===== config.mk =====
export PLATFORM = sky130hd
export DESIGN_NAME = adler32_checksum_unit
export DESIGN_NICKNAME = d
export VERILOG_FILES = /design/src/rtl/core/adl32_pkg.sv /design/src/rtl/core/adl32_lane.sv /design/src/rtl/core/adl32_merge.sv /design/src/rtl/core/adl32_accum.sv /design/src/rtl/core/adl32_checksum_unit_top_placeholder.sv /design/src/rtl/core/adler32_checksum_unit.sv
export SDC_FILE = /design/constraint.sdc
export NUM_CORES = 1
export LEC_CHECK = 0
export BUFFER_PORTS_ARGS = -buffer_cell sky130_fd_sc_hd__buf_2
export CORE_UTILIZATION = 45
export DETAILED_ROUTE_END_ITERATION = 10
export PLACE_DENSITY = 0.62
export SYNTH_ARGS = -nofsm -noshare
export SYNTH_HDL_FRONTEND = slang
export SYNTH_SLANG_ARGS = --single-unit

===== constraint.sdc =====
create_clock -name aclk -period 11.9 [get_ports aclk]
set_clock_uncertainty 0.1 [all_clocks]
set_input_delay 1.19 -clock aclk [delete_from_list [all_inputs] [get_ports aclk]]
set_output_delay 1.19 -clock aclk [all_outputs]
set_load 0.01 [all_outputs]

===== src/rtl/core/adl32_pkg.sv =====
// Shared widths, constants and stage types for the Adler-32 checksum unit.
package adl32_pkg;

    localparam int BYTE_FIELDS = 4;
    localparam int DEF_LANES   = 4;

    localparam int BYTE_W    = 8;
    localparam int CNT_W     = 3;
    localparam int WEIGHT_W  = 3;
    localparam int WBYTE_W   = 11;
    localparam int SUM_W     = 10;
    localparam int WSUM_W    = 12;
    localparam int HALF_W    = 16;
    localparam int LSUM_W    = 17;
    localparam int HSUM_W    = 19;
    localparam int CSUM_W    = 32;
    localparam int S_TDATA_W = 40;

    localparam logic [LSUM_W-1:0] ADLER_MOD = 17'h0fff1;
    // 2^16 mod 65521
    localparam logic [3:0]        FOLD_K    = 4'd15;
    localparam logic [HALF_W-1:0] LOW_INIT  = 16'h0001;
    localparam logic [HALF_W-1:0] HIGH_INIT = 16'h0000;

    typedef struct packed {
        logic [BYTE_W-1:0]  data;
        logic [WBYTE_W-1:0] wdata;
    } lane_res_t;

    typedef struct packed {
        logic              restart;
        logic [CNT_W-1:0]  count;
        logic [SUM_W-1:0]  sum;
        logic [WSUM_W-1:0] wsum;
    } merge_t;

endpackage


===== src/rtl/core/adl32_lane.sv =====
// One byte lane: masks the byte by the count and forms its high-sum weight.
module adl32_lane
    import adl32_pkg::*;
#(
    parameter int LANE_IDX = 0
) (
    input  logic              aclk,
    input  logic              en,
    input  logic [CNT_W-1:0]  count,
    input  logic [BYTE_W-1:0] data_in,
    output lane_res_t         lane_reg
);

    localparam logic [CNT_W-1:0] IDX = CNT_W'(LANE_IDX);

    lane_res_t         lane_next;
    logic              active;
    logic [WEIGHT_W-1:0] weight;

    always_comb begin
        active = count > IDX;
        // byte i is added into the high sum (count - i) times
        weight = active ? WEIGHT_W'(count - IDX) : '0;
        lane_next.data  = active ? data_in : '0;
        lane_next.wdata = WBYTE_W'(weight) * WBYTE_W'(data_in);
    end

    always_ff @(posedge aclk) begin
        if (en) begin
            lane_reg <= lane_next;
        end
    end

endmodule


===== src/rtl/core/adl32_merge.sv =====
// Merge stage: adds the lane bytes and the weighted lane bytes.
module adl32_merge
    import adl32_pkg::*;
#(
    parameter int NLANES = DEF_LANES
) (
    input  logic             aclk,
    input  logic             en,
    input  logic             restart,
    input  logic [CNT_W-1:0] count,
    input  lane_res_t        lane_in [NLANES],
    output merge_t           merge_reg
);

    merge_t merge_next;

    always_comb begin
        merge_next.restart = restart;
        merge_next.count   = count;
        merge_next.sum     = '0;
        merge_next.wsum    = '0;
        for (int i = 0; i < NLANES; i++) begin
            merge_next.sum  = merge_next.sum + SUM_W'(lane_in[i].data);
            merge_next.wsum = merge_next.wsum + WSUM_W'(lane_in[i].wdata);
        end
    end

    always_ff @(posedge aclk) begin
        if (en) begin
            merge_reg <= merge_next;
        end
    end

endmodule


===== src/rtl/core/adl32_accum.sv =====
// Running sums and the output register; applies one merged item per cycle while the output is not stalled.
module adl32_accum
    import adl32_pkg::*;
(
    input  logic              aclk,
    input  logic              aresetn,
    input  logic              in_valid,
    input  merge_t            in_item,
    output logic              in_ready,
    output logic              m_tvalid,
    input  logic              m_tready,
    output logic [CSUM_W-1:0] m_tdata
);

    logic [HALF_W-1:0] low_reg, low_next;
    logic [HALF_W-1:0] high_reg, high_next;
    logic              valid_reg, valid_next;
    logic [CSUM_W-1:0] data_reg;
    logic              fire;

    logic [HALF_W-1:0] low_base, high_base;
    logic [LSUM_W-1:0] low_sum;
    logic [HSUM_W-1:0] k_low;
    logic [HSUM_W-1:0] high_sum;
    logic [LSUM_W-1:0] high_fold;

    assign in_ready = !valid_reg || m_tready;
    assign fire     = in_valid && in_ready;

    always_comb begin
        low_base  = in_item.restart ? LOW_INIT  : low_reg;
        high_base = in_item.restart ? HIGH_INIT : high_reg;

        low_sum = LSUM_W'(low_base) + LSUM_W'(in_item.sum);
        if (low_sum >= ADLER_MOD) begin
            low_sum = low_sum - ADLER_MOD;
        end

        // high gains count copies of the old low plus the weighted bytes
        k_low    = HSUM_W'(in_item.count) * HSUM_W'(low_base);
        high_sum = HSUM_W'(high_base) + k_low + HSUM_W'(in_item.wsum);

        // fold bits above 16 using 2^16 = 15 mod 65521, then one subtract
        high_fold = LSUM_W'(high_sum[HALF_W-1:0])
                  + LSUM_W'(high_sum[HSUM_W-1:HALF_W]) * LSUM_W'(FOLD_K);
        if (high_fold >= ADLER_MOD) begin
            high_fold = high_fold - ADLER_MOD;
        end

        low_next   = fire ? low_sum[HALF_W-1:0]   : low_reg;
        high_next  = fire ? high_fold[HALF_W-1:0] : high_reg;
        valid_next = fire ? 1'b1 : (m_tready ? 1'b0 : valid_reg);
    end

    always_ff @(posedge aclk) begin
        if (!aresetn) begin
            low_reg   <= LOW_INIT;
            high_reg  <= HIGH_INIT;
            valid_reg <= 1'b0;
        end else begin
            low_reg   <= low_next;
            high_reg  <= high_next;
            valid_reg <= valid_next;
        end
    end

    always_ff @(posedge aclk) begin
        if (fire) begin
            data_reg <= {high_next, low_next};
        end
    end

    assign m_tvalid = valid_reg;
    assign m_tdata  = data_reg;

endmodule


===== src/rtl/core/adl32_checksum_unit_top_placeholder.sv =====
// Count saturation helper: clamps a byte count to the active lane count.
module adl32_clamp
    import adl32_pkg::*;
#(
    parameter int ACT_LANES = DEF_LANES
) (
    input  logic [CNT_W-1:0] count_in,
    output logic [CNT_W-1:0] count_out
);

    localparam logic [CNT_W-1:0] MAX_CNT = CNT_W'(ACT_LANES);

    assign count_out = (count_in > MAX_CNT) ? MAX_CNT : count_in;

endmodule


===== src/rtl/core/adler32_checksum_unit.sv =====
// Top level of the Adler-32 checksum unit: byte lanes, merge stage, running sums.
//
//   channel  | dir | transfer contents
//   ---------+-----+----------------------------------------------------------
//   s_       | in  | tuser[0] restart; tdata byte_count, byte_zero..byte_three
//   m_       | out | tdata checksum = high sum << 16 | low sum
//
// One transfer per cycle in and out while m_tready does not stall; items pass the lane
// register, merge register and output register in that order. The running sums close a
// loop through the accumulate stage, which sets the rate.
// Reset (aresetn low, synchronous) sets low sum to 1, high sum to 0, empties
// the pipeline. A stall on m_tready holds each stage only while the next is full.
module adler32_checksum_unit
    import adl32_pkg::*;
#(
    parameter int LANES = DEF_LANES
) (
    input  logic                 aclk,
    input  logic                 aresetn,
    input  logic                 s_tvalid,
    output logic                 s_tready,
    // [2:0] byte_count, [10:3] byte_zero, [18:11] byte_one,
    // [26:19] byte_two, [34:27] byte_three, [39:35] zero
    input  logic [S_TDATA_W-1:0] s_tdata,
    // [0] restart
    input  logic [0:0]           s_tuser,
    output logic                 m_tvalid,
    input  logic                 m_tready,
    // [15:0] low sum, [31:16] high sum
    output logic [CSUM_W-1:0]    m_tdata
);

    localparam int ACT_LANES = (LANES < BYTE_FIELDS) ? LANES : BYTE_FIELDS;

    logic             s1_valid_reg, s1_valid_next;
    logic             s2_valid_reg, s2_valid_next;
    logic             s1_restart_reg;
    logic [CNT_W-1:0] s1_count_reg;
    logic [CNT_W-1:0] count_sat;
    logic             s1_ready, s2_ready, acc_ready;
    logic             s_fire, s2_load;
    lane_res_t        lane_res [ACT_LANES];
    merge_t           merge_res;

    adl32_clamp #(
        .ACT_LANES (ACT_LANES)
    ) u_clamp (
        .count_in  (s_tdata[CNT_W-1:0]),
        .count_out (count_sat)
    );

    assign s2_ready = !s2_valid_reg || acc_ready;
    assign s1_ready = !s1_valid_reg || s2_ready;
    // refuse transfers while reset is held
    assign s_tready = s1_ready && aresetn;
    assign s_fire   = s_tvalid && s_tready;
    assign s2_load  = s1_valid_reg && s2_ready;

    for (genvar i = 0; i < ACT_LANES; i++) begin : g_lane
        adl32_lane #(
            .LANE_IDX (i)
        ) u_lane (
            .aclk     (aclk),
            .en       (s_fire),
            .count    (count_sat),
            .data_in  (s_tdata[CNT_W + BYTE_W*i +: BYTE_W]),
            .lane_reg (lane_res[i])
        );
    end

    always_ff @(posedge aclk) begin
        if (s_fire) begin
            s1_restart_reg <= s_tuser[0];
            s1_count_reg   <= count_sat;
        end
    end

    adl32_merge #(
        .NLANES (ACT_LANES)
    ) u_merge (
        .aclk      (aclk),
        .en        (s2_load),
        .restart   (s1_restart_reg),
        .count     (s1_count_reg),
        .lane_in   (lane_res),
        .merge_reg (merge_res)
    );

    always_comb begin
        s1_valid_next = s_fire ? 1'b1 : (s2_ready ? 1'b0 : s1_valid_reg);
        s2_valid_next = s2_load ? 1'b1 : (acc_ready ? 1'b0 : s2_valid_reg);
    end

    always_ff @(posedge aclk) begin
        if (!aresetn) begin
            s1_valid_reg <= 1'b0;
            s2_valid_reg <= 1'b0;
        end else begin
            s1_valid_reg <= s1_valid_next;
            s2_valid_reg <= s2_valid_next;
        end
    end

    adl32_accum u_accum (
        .aclk     (aclk),
        .aresetn  (aresetn),
        .in_valid (s2_valid_reg),
        .in_item  (merge_res),
        .in_ready (acc_ready),
        .m_tvalid (m_tvalid),
        .m_tready (m_tready),
        .m_tdata  (m_tdata)
    );

endmodule


# Word level (Yosys, flattened, before mapping)
# Index checks and enable logic that the tools add are counted.
# classes
n_addsub	15
n_mul	6
order_cmp	7
mux	17
n_reduce_logical	13
# op_table
cell	n
$mux W16	6
$mul A3 B8 Y11	4
$ge A17 B16 Y1 const B	2
$sub A16 B16 Y16 const B	2
$add A12 B11 Y12	2
$add A10 B8 Y10	2
$add A16 B19 Y19	1
$add A19 B12 Y19	1
$mul A3 B16 Y19	1
$add A16 B10 Y17	1
$add A16 B7 Y17	1
$mux W3	5
$add A11 B11 Y12	1
$add A8 B8 Y9	1
$mul A3 B4 Y7 const B	1
$gt A3 B1 Y1 const B	2
$gt A3 B2 Y1 const B	2
$mux W1	6
$reduce_bool A2 Y1	3
$sub A3 B2 Y3 const B	2
$logic_and A1 B1 Y1	4
$gt A3 B3 Y1 const B	1
$logic_not A1 Y1	3
$logic_or A1 B1 Y1	3
$sub A3 B1 Y3 const B	1
# word_totals
reg_bits	173
input_bits	45

# Longest topological paths before layout
# Gate-level depths: netlist (run 1).
# depth
depth_word	9
depth_mapped	37

# Modules after synthesis
# Synthesis (run 1) repeated with hierarchy kept, for this count alone.
# hier_totals
cells_unflattened	1511
area_unflattened_um2	14855.5
# by_module_without_submodules
mod	n_inst	cells_per_inst	area_per_inst_um2	seq_area_each_um2
adl32_accum	1	787	6950.4	1621.6
adl32_merge	1	246	2577.5	780.7
adl32_lane at g_lane[3].u_lane	1	118	1306.3	570.5
adl32_lane at g_lane[1].u_lane	1	118	1283.7	570.5
adl32_lane at g_lane[0].u_lane	1	114	1257.5	570.5
adl32_lane at g_lane[2].u_lane	1	111	1247.4	570.5
adler32_checksum_unit	1	14	216.5	160.2
adl32_clamp	1	3	16.3	0.0

# Worst setup path before layout (run 1)
# Ideal clock, no wire load.
# synth_path
path_type	register to register
startpoint	reg u_merge.merge_reg[25] (netlist name)
endpoint	reg u_accum.data_reg[17] (netlist: u_accum.m_tdata[17]) (data pin)
setup_time_ns	0.318
arrival_ns	8.517
slack_ns	2.965
stages_incl_launch_ff	37
path_buffers	3
synth_period_minus_slack_ns	8.935
cell_sequence	edfxtp_1 > clkbuf_1 > clkbuf_1 > nor2b_1 > and2_1 > fa_1 > fa_1 > inv_1 > fa_1 > inv_1 > ha_1 > clkbuf_1 > a21o_1 > a21oi_1 > o221ai_1 > a21oi_1 > nor2b_1 > o21a_1 > o21ai_0 > nand2b_1 > a21oi_1 > xnor2_1 > fa_1 > inv_1 > fa_1 > inv_1 > ha_1 > a211oi_1 > o21bai_1 > a21oi_1 > o21bai_1 > or4_1 > a21o_1 > a22oi_1 > a31oi_4 > mux2i_1 > a21oi_1
# synth_between
elab_chain_cells	9
elab_cells_between_ends	11
cone_classes	add/sub: 4; mul: 2; order compare: 1; mux: 4
# synth_rtl
element	line_no	rtl
from (decl)	adl32_merge.sv:12	output merge_t merge_reg
from (signal assigned)	adl32_merge.sv:30	merge_reg <= merge_next;
$mux W16	adl32_accum.sv:31	low_base = in_item.restart ? LOW_INIT : low_reg;
$mul A3 B16 Y19	adl32_accum.sv:40	k_low = HSUM_W'(in_item.count) * HSUM_W'(low_base);
$add A16 B19 Y19 *	adl32_accum.sv:41	high_sum = HSUM_W'(high_base) + k_low + HSUM_W'(in_item.wsum);
$add A19 B12 Y19 *	adl32_accum.sv:41	
$mul A3 B4 Y7	adl32_accum.sv:45	+ LSUM_W'(high_sum[HSUM_W-1:HALF_W]) * LSUM_W'(FOLD_K);
$add A16 B7 Y17 *	adl32_accum.sv:45	
$sub A16 B16 Y16 or $ge A17 B16 Y1 (tied branches)	adl32_accum.sv:47, adl32_accum.sv:46	
$mux W16 *	adl32_accum.sv:46	if (high_fold >= ADLER_MOD) begin
$mux W16 *	adl32_accum.sv:51	high_next = fire ? high_fold[HALF_W-1:0] : high_reg;
net u_accum.high_next[1]	adl32_accum.sv:16	logic [HALF_W-1:0] high_reg, high_next;
to (signal assigned)	adl32_accum.sv:69	data_reg <= {high_next, low_next};
to (decl)	adl32_accum.sv:18	logic [CSUM_W-1:0] data_reg;
# Mark *: on every way through the listed nets, which the timed path passes. The rest lies on a longest branch.
# A chain may end at the register's enable or synchronous reset.

# Worst setup path in the final report (run 1)
# Ends and elaborated chain as after synthesis.

==> results.py, run 1 <==
metrics = {
    "routing": {
        "totalWireLength_mm": 31.2,
        "drtPass1Iterations": 5,
        "drtIter0Drc": 593,
        "via_per_inst": 5.23,
        "ant_nets": 0,
        "drc": 0,
        "wl_per_cell_microns": 15.8,
        "vias": 10352,
    },
    "yosys": {
        "async_flop_share": 0,
        "ys_top_cells_by_area": "edfxtp_1, fa_1, ha_1",
        "ys_seq_area_frac": 0.331,
        "ys.flop_type": "edfxtp_1",
        "ys_seq_elements": 173,
        "synth.most_common_cell": "inv_1",
        "ys_warn_count": 0,
        "synth_edf_count": 138,
        "yosys.area.top_type": "edfxtp_1",
        "syn_avg_cell_area_sq_um": 9.87,
        "yosys-top-cells-count": "inv_1, edfxtp_1, ha_1, and2_1, nand2_1",
        "yosysTopAreaCellShare": 0.283,
        "syn_inst": 1482,
        "ys_types": 74,
        "syn_area_sq_um": 14600,
    },
    "hold_path": {
        "min_path_type": "reg2reg",
        "whs_path_depth": 0,
    },
    "power_and_ir_drop": {
        "ir_drop_v": 0.000107,
        "p_leak_nw": 7.09,
        "cellPowerDensity_nw_per_um2": 151,
    },
    "status": {
        "status": "complete, no violations",
    },
    "clock_network": {
        "post_cts_resized": 0,
        "cts_tree": "done",
        "cts.path.max_buffers": 2,
        "insertion_delay_ns": 0.44,
        "htree_levels": 4,
        "numCtsBuffers": 17,
        "clock-sinks": 173,
        "clk_pin_slew_ns": 0.07,
        "cts_setup_buffers": 0,
        "hold_buffers": 0,
        "root_buffer": "clkbuf_16",
    },
    "critical_path": {
        "rr_worst_depth": 34,
        "cp_common_cell": "fa_1",
        "cpPeakStageDelay_ns": 0.63,
        "crit_path_start_kind": "flop",
        "slowest_stage": "fa_1",
        "cp-end-kind": "flop",
        "crit_fanout": 38,
        "worstPathRequired_ns": 11.96,
        "crit_type": "reg2reg",
        "arrival_ns": 9.99,
    },
    "global_route": {
        "grt_usage": 0.196,
        "grt_pass1_vias": 10281,
        "grt-ovfl-total": 0,
        "grt_antenna_before_repair": 0,
        "grt_max_degree": 81,
        "grt_pass1_wl_mm": 51.5,
    },
    "timing": {
        "setup_viol": 0,
        "timing.fmax_mhz": 101,
        "setup_ws_ns": 1.97,
        "fin_crit_ns": 9.93,
        "fin_crit_sh": 0.834,
        "rsz0062_at_grt": "false",
        "maxSlewViolCount": 0,
        "worst_pin_slew_ns": 1.08,
        "slew_headroom": 0.262,
        "hold_violations": 0,
        "timing.setup.tns_ns": 0,
    },
    "floorplanning": {
        "num_rows": 65,
        "coreArea_sq_um": 31800,
        "num_io_pins": 79,
        "dieArea_sq_um": 33200,
        "initial_core_util": 0.460,
        "die_h_microns": 182,
        "die_w_microns": 182,
    },
    "layout": {
        "drive_gt1_frac": 0.0899,
        "finalInstanceArea_sq_um": 16000,
        "syn2layout_area_growth_pct": 9.39,
        "largest_reg_flops": 76,
        "diodes": 0,
        "nets": 1809,
        "instances_no_fill": 1981,
    },
    "placement": {
        "dpl_cell_area_sq_um": 15400,
        "gp_congestion": 0.862,
        "place_hpwl_mm": 24.9,
        "dp.cells": 1949,
        "io_buffers": 73,
        "pre_cts_ws_ns": 2.04,
    },
    "job": {
        "drv_cap": 0,
    },
}
[report_power, final]
group / total, mW / switching [mW] / internal, mW
Combinational: 1.06 / 0.633 / 0.431
Clock: 0.573 / 0.259 / 0.314
Sequential: 0.785 / 0.0336 / 0.752
Total: 2.42 / 0.925 / 1.50
[final cells by class]
cell class / instances / area [sq um]
multi-input combinational: 1075 / 8910
clock buffer: 17 / 425
timing repair buffer: 80 / 418
inverter: 186 / 698
clock inverter: 15 / 163
sequential: 173 / 4840
tap: 435 / 544
fill: 2896 / 15800
[routing by layer]
layer  track usage  up-vias  wire length (microns)
met5             0        -                      0
met4        0.0558        0                    463
met3        0.0279       29                   1180
met2         0.333      227                  15200
met1         0.259     4926                  14400
li1              -     5170                      -
[cell families after synthesis]
group,synth area share
AND/OR/NAND/NOR,0.168
AO/OA/AOI/OAI,0.135
buffers and inverters,0.0605
adder cells (fa/ha/maj),0.249
flip-flops,0.331
XOR/XNOR,0.0508
multiplexers,0.00564
other,0.000256
[placed cells by master (no fill, tap or decap), types with 11 or more instances in the layout]
cell       count
a21o_1        33
a21oi_1       81
a31oi_1       11
and2_1       112
and3_1        19
buf_2         73
clkbuf_16     17
dfxtp_1       35
edfxtp_1     138
fa_1         100
ha_1         131
inv_1        184
nand2_1      105
nand2b_1      33
nand3_1       29
nor2_1        61
nor2b_1       36
nor3_1        22
o211ai_1      15
o21a_1        14
o21ai_0       47
o21bai_1      16
xnor2_1       53
xor2_1        30
[path summary, 6_finish.rpt]
kind              slack, ns                       startpoint                         endpoint
setup / recovery       1.97  u_merge.merge_reg[25]$_DFFE_PP_    u_accum.m_tdata[17]$_DFFE_PP_
hold / removal         0.32        s1_count_reg[1]$_DFFE_PP_  u_merge.merge_reg[23]$_DFFE_PP_
setup reg to reg       1.97  u_merge.merge_reg[25]$_DFFE_PP_    u_accum.m_tdata[17]$_DFFE_PP_
hold reg to reg        0.32        s1_count_reg[1]$_DFFE_PP_  u_merge.merge_reg[23]$_DFFE_PP_
[critical path: cells and delay by family (launching register included)]
kind,cells,cell delay (ns)
adder cells (fa/ha/maj),7,3.38
AO/OA/AOI/OAI,15,3.37
AND/OR/NAND/NOR,5,1.41
buffers and inverters,5,0.50
flip-flops,1,0.36
multiplexers,1,0.28
XOR/XNOR,1,0.22
[stage by stage]
| step | power (mW) | utilization | hold WS [ns] |
|---|---|---|---|
| 6_report | 2.42 | 0.503 | 0.321 |
| 3_5_place_dp | 1.86 | 0.485 | 0.305 |
| 4_1_cts | 2.44 | 0.503 | 0.322 |
| 5_1_grt | 2.60 | 0.503 | 0.346 |
| 3_3_place_gp | 1.84 | 0.485 | 0.301 |
| 2_1_floorplan | 1.62 | - | 0.300 |
(Power assumes the default switching activity.)
==> run 2: changes to the inputs <==
- ABC_AREA: unset -> 1
- clock period: 11.9 -> 9.35 ns (I/O delays scaled with it)
==> run 2 against run 1 <==
  * Largest power group unchanged
  * Combinational power hardly changed
  * Clock power is 23% higher
  * Critical endpoint is now u_accum.m_tdata[19]$_DFFE_PP_
  * Synthesized cell count is 19% higher
==> results.py, run 2 <==
metrics = {
    "status": {
        "status": "complete, no violations",
    },
    "global_route": {
        "grt_usage": 0.202,
        "grt_pass1_wl_mm": 52.8,
        "grt_antenna_before_repair": 0,
        "grt_max_degree": 81,
        "grt_pass1_vias": 10626,
        "grt-ovfl-total": 0,
    },
    "critical_path": {
        "crit_fanout": 18,
        "worstPathRequired_ns": 9.45,
        "rr_worst_depth": 40,
        "crit_path_start_kind": "flop",
        "slowest_stage": "fa_1",
        "cp-end-kind": "flop",
        "crit_type": "reg2reg",
        "cpPeakStageDelay_ns": 0.60,
        "arrival_ns": 8.75,
    },
    "yosys": {
        "ys_seq_area_frac": 0.328,
        "syn_avg_cell_area_sq_um": 8.37,
        "syn_area_sq_um": 14800,
        "ys_warn_count": 0,
        "synth.most_common_cell": "inv_1",
        "synth_top_family_by_area": "adder cells",
        "yosys.area.top_type": "edfxtp_1",
        "synth-compound-area-share": 0.0466,
        "yosysTopAreaCellShare": 0.281,
        "synthMuxAreaShare": 0,
        "ys_seq_elements": 173,
        "synth_simple_gate_area_frac": 0.221,
        "async_flop_share": 0,
        "yosys-top-cells-count": "inv_1, nand2_1, nor2_1, edfxtp_1, ha_1",
        "ys.flop_type": "edfxtp_1",
        "ys_top_cells_by_area": "edfxtp_1, fa_1, ha_1",
        "synthAdderAreaFrac": 0.247,
        "synth_edf_count": 138,
        "syn_inst": 1764,
        "ys_types": 44,
        "synth-xor-area-share": 0.0495,
    },
    "layout": {
        "drive_gt1_frac": 0.104,
        "nFillCells": 3062,
        "register_area_sq_um": 4840,
        "syn2layout_area_growth_pct": 9.61,
        "nets": 2108,
        "diodes": 0,
        "mostFrequentLayoutCells": "inv_1, nand2_1, nor2_1, edfxtp_1, ha_1",
        "final_util": 0.507,
        "final_common_cell": "inv_1",
        "largest_reg_flops": 76,
        "instances_no_fill": 2280,
        "multi_input_area_sq_um": 8340,
        "finalInstanceArea_sq_um": 16200,
    },
    "clock_network": {
        "htree_levels": 4,
        "clk_pin_slew_ns": 0.08,
        "insertion_delay_ns": 0.45,
        "root_buffer": "clkbuf_16",
        "cts.path.max_buffers": 2,
        "cts_tree": "done",
        "clock-sinks": 173,
        "hold_buffers": 0,
        "numCtsBuffers": 17,
    },
    "placement": {
        "gp_congestion": 0.882,
        "pre_cts_ws_ns": 0.498,
        "dpl_cell_area_sq_um": 15600,
        "place_hpwl_mm": 26.4,
        "io_buffers": 73,
        "dp.cells": 2246,
    },
    "routing": {
        "via_per_inst": 4.85,
        "wl_per_cell_microns": 14.2,
        "ant_nets": 0,
        "totalWireLength_mm": 32.3,
        "vias": 11067,
        "drc": 0,
        "drtPass1Iterations": 5,
        "drtIter0Drc": 632,
    },
    "floorplanning": {
        "initial_core_util": 0.463,
        "die_w_microns": 183,
        "die_h_microns": 183,
        "num_io_pins": 79,
        "num_rows": 65,
        "coreArea_sq_um": 31900,
        "dieArea_sq_um": 33500,
    },
    "power_and_ir_drop": {
        "ir_drop_v": 0.000142,
        "p_leak_nw": 8.41,
        "cellPowerDensity_nw_per_um2": 168,
        "totalPowerFinal_mw": 2.72,
    },
    "timing": {
        "hold_violations": 0,
        "setup_viol": 0,
        "fin_crit_sh": 0.925,
        "worst_pin_slew_ns": 1.04,
        "timing.setup.tns_ns": 0,
        "fin_crit_ns": 8.65,
        "timing.hold.ws_ns": 0.312,
        "maxSlewViolCount": 0,
        "timing.fmax_mhz": 116,
        "rsz0062_at_grt": "false",
        "slew_headroom": 0.301,
        "setup_ws_ns": 0.703,
    },
    "hold_path": {
        "min_path_type": "reg2reg",
        "whs_path_depth": 0,
    },
    "job": {
        "drv_cap": 0,
    },
}
run 2: cell type report:
type                       count  share of cell area
clock inverter                14             0.00913
sequential                   173               0.300
tap                          435              0.0336
clock buffer                  18              0.0265
inverter                     382              0.0890
timing repair buffer          80              0.0266
multi-input combinational   1178               0.516
run 2: critical path: cells and delay by family (launching register included):
family	cells	cell delay [ns]
fa+ha+maj	7	3.53
simple gates	21	2.70
buf+inv	8	0.77
flops	1	0.54
compound gates	3	0.50
xor+xnor	1	0.26
run 2: kinds of logic after synthesis:
family | Yosys count
compound gates | 127
flops | 173
fa+ha+maj | 231
other cells | 1
simple gates | 738
buf+inv | 414
xor+xnor | 80
run 2: final timing paths:
check / endpoint / from / slack [ns]
setup reg to reg: u_accum.m_tdata[19]$_DFFE_PP_ / u_merge.merge_reg[25]$_DFFE_PP_ / 0.70
hold reg to reg: u_merge.merge_reg[22]$_DFFE_PP_ / s1_count_reg[0]$_DFFE_PP_ / 0.31
hold / removal: u_merge.merge_reg[22]$_DFFE_PP_ / s1_count_reg[0]$_DFFE_PP_ / 0.31
setup / recovery: u_accum.m_tdata[19]$_DFFE_PP_ / u_merge.merge_reg[25]$_DFFE_PP_ / 0.70
run 2: routing by layer:
metal | GRT usage | vias up | wire length, microns
li1 | - | 5646 | -
met1 | 0.265 | 5187 | 15000
met2 | 0.353 | 207 | 15900
met3 | 0.0268 | 27 | 1030
met4 | 0.0453 | 0 | 423
met5 | 0 | - | 0
run 2: repair_timing:
item                                    4_1_cts  5_1_grt
endpoints found under the hold margin         0        0
gates resized for setup                       0        1
endpoints found under the setup margin        0       26
setup buffers                                 0        2
run 2: where the power goes:
| group | total [mW] | switching (mW) | internal [mW] |
|---|---|---|---|
| Combinational | 1.07 | 0.676 | 0.392 |
| Sequential | 0.952 | 0.0283 | 0.923 |
| Clock | 0.705 | 0.349 | 0.357 |
==> run 3: changes to the inputs <==
- CORE_UTILIZATION: 45 -> 63
- PLACE_DENSITY: 0.62 -> 0.82
==> run 3 against run 2 <==
  * Utilization grew 20 points
  * Worst setup slack gained 0.0069 ns
  * Via count grew 2.3%
  * Maximum frequency is essentially flat
  * Hold slack gained 0.0018 ns
  * Register-to-register slack is essentially flat
  * Critical path depth shrank 4
  * Critical endpoint is now u_accum.m_tdata[16]$_DFFE_PP_
  * Sequential power is essentially flat
  * Final area shrank 0.98%
  * Power grew 1.4%
  * Global-route usage grew 8.3 points
  * Die area shrank 28%
==> results.py, run 3 (same netlist as run 2, synthesis figures left out) <==
metrics = {
    "layout": {
        "nets": 2105,
        "largest_reg_flops": 76,
        "register_area_sq_um": 4840,
        "multi_input_area_sq_um": 8350,
        "diodes": 0,
        "drive_gt1_frac": 0.104,
        "final_common_cell": "inv_1",
        "nFillCells": 1765,
        "finalInstanceArea_sq_um": 16000,
        "mostFrequentLayoutCells": "inv_1, nand2_1, nor2_1, edfxtp_1, ha_1",
        "final_util": 0.703,
        "syn2layout_area_growth_pct": 8.53,
    },
    "clock_network": {
        "clk_pin_slew_ns": 0.07,
        "clock-sinks": 173,
        "insertion_delay_ns": 0.44,
        "numCtsBuffers": 17,
        "root_buffer": "clkbuf_16",
        "cts_setup_buffers": 0,
        "cts.path.max_buffers": 2,
        "cts_tree": "done",
        "htree_levels": 4,
    },
    "critical_path": {
        "endpoint": "u_accum.m_tdata[16]$_DFFE_PP_",
        "slowest_stage": "edfxtp_1",
        "cp-end-kind": "flop",
        "crit_type": "reg2reg",
        "cpPeakStageDelay_ns": 0.60,
        "ff2ff_setup_slack_ns": 0.71,
        "crit_path_start_kind": "flop",
        "crit_start": "u_merge.merge_reg[25]$_DFFE_PP_",
        "cp_common_cell": "fa_1",
        "timing.rr.end": "u_accum.m_tdata[16]$_DFFE_PP_",
        "r2r_start": "u_merge.merge_reg[25]$_DFFE_PP_",
        "worstPathRequired_ns": 9.44,
        "arrival_ns": 8.73,
        "crit_fanout": 13,
        "rr_worst_depth": 36,
    },
    "timing": {
        "slew_headroom": 0.310,
        "timing.hold.ws_ns": 0.314,
        "fin_crit_ns": 8.64,
        "hold_violations": 0,
        "setup_viol": 0,
        "timing.setup.tns_ns": 0,
        "fin_crit_sh": 0.924,
        "timing.fmax_mhz": 116,
        "maxSlewViolCount": 0,
        "worst_pin_slew_ns": 1.03,
    },
    "power_and_ir_drop": {
        "ir_drop_v": 0.000158,
        "p_leak_nw": 8.40,
        "cellPowerDensity_nw_per_um2": 172,
        "totalPowerFinal_mw": 2.76,
    },
    "floorplanning": {
        "dieArea_sq_um": 24000,
        "coreArea_sq_um": 22800,
        "initial_core_util": 0.648,
        "num_rows": 55,
        "num_io_pins": 79,
        "die_h_microns": 155,
        "die_w_microns": 155,
    },
    "routing": {
        "totalWireLength_mm": 32.4,
        "via_per_inst": 5.25,
        "vias": 11318,
        "drc": 0,
        "wl_per_cell_microns": 15.0,
        "ant_nets": 0,
        "drtPass1Iterations": 6,
        "drtIter0Drc": 714,
    },
    "global_route": {
        "grtUsageMet3": 0.0370,
        "grt_use_met1": 0.355,
        "grt_pass1_vias": 11004,
        "grt_most_used_layer": "met2",
        "grt_antenna_before_repair": 0,
        "grt_max_degree": 81,
        "grt-ovfl-total": 0,
        "grt_usage": 0.285,
        "grt_pass1_wl_mm": 52.8,
        "met2_usage": 0.496,
    },
    "placement": {
        "gp_congestion": 0.948,
        "dpl_cell_area_sq_um": 15400,
        "place_hpwl_mm": 26.1,
        "io_buffers": 73,
    },
    "job": {
        "drv_cap": 0,
    },
    "hold_path": {
        "worstHoldStart": "s1_count_reg[1]$_DFFE_PP_",
        "min_path_type": "reg2reg",
    },
    "status": {
        "status": "complete, no violations",
    },
}
[run 3: changes by cell type in the layout (fill, tap and decap cells not counted), moves of 2 or more]
cell,change
nor2_2,+2
inv_4,-2
inv_6,+2
nor2_1,-2
buf_4,-2
[run 3: worst min-delay path by stage]
| stage | to | slack (ns) | cells past startpoint |
|---|---|---|---|
| after detailed placement | u_merge.merge_reg[23]$_DFFE_PP_ | 0.30 | 0 |
| after global placement | u_merge.merge_reg[23]$_DFFE_PP_ | 0.31 | 0 |
| after floorplan | u_merge.merge_reg[22]$_DFFE_PP_ | 0.30 | 0 |
| after global routing | u_merge.merge_reg[25]$_DFFE_PP_ | 0.33 | 0 |
| final | u_merge.merge_reg[23]$_DFFE_PP_ | 0.31 | 0 |
| after CTS | u_merge.merge_reg[23]$_DFFE_PP_ | 0.32 | 0 |
[run 3: timing repair]
action / in CTS / in global routing
hold endpoints to repair: 0 / 0
setup endpoints to repair: 0 / 24
resized for setup: 0 / 3
hold buffers: 0 / 0
[run 3: per-stage QoR]
stage	cells	worst slack, ns
final	2155	0.710
after global routing	2155	-0.00174
after detailed placement	2123	0.552
after global placement	2123	0.741
after floorplan	1765	1.59
after CTS	2155	0.525
[run 3: per-layer routing]
metal | part of all wire | vias to the layer above
met2 | 0.49 | 298
met4 | 0.036 | 0
met5 | 0 | -
met3 | 0.046 | 54
li1 | - | 5639
met1 | 0.42 | 5327
[run 3: worst max-delay path: cells and delay by family, from the launching register on]
| family | cells | cell delay (ns) |
|---|---|---|
| xor+xnor | 1 | 0.35 |
| compound gates | 2 | 0.22 |
| simple gates | 21 | 2.94 |
| flops | 1 | 0.60 |
| buf+inv | 5 | 0.53 |
| fa+ha+maj | 7 | 3.65 |
[run 3: layout make-up]
type | instances | area share
Sequential cell | 173 | 0.302
Tap cell | 313 | 0.0245
Inverter | 382 | 0.0898
Multi-Input combinational cell | 1178 | 0.521
Timing Repair Buffer | 77 | 0.0247
Clock inverter | 15 | 0.0109
Clock buffer | 17 | 0.0266
[run 3: power by group]
part | leakage (nW) | switching (mW) | internal (mW)
clock network | 0.292 | 0.339 | 0.382
registers | 1.60 | 0.0303 | 0.924
logic | 6.51 | 0.692 | 0.394
total | 8.40 | 1.06 | 1.70
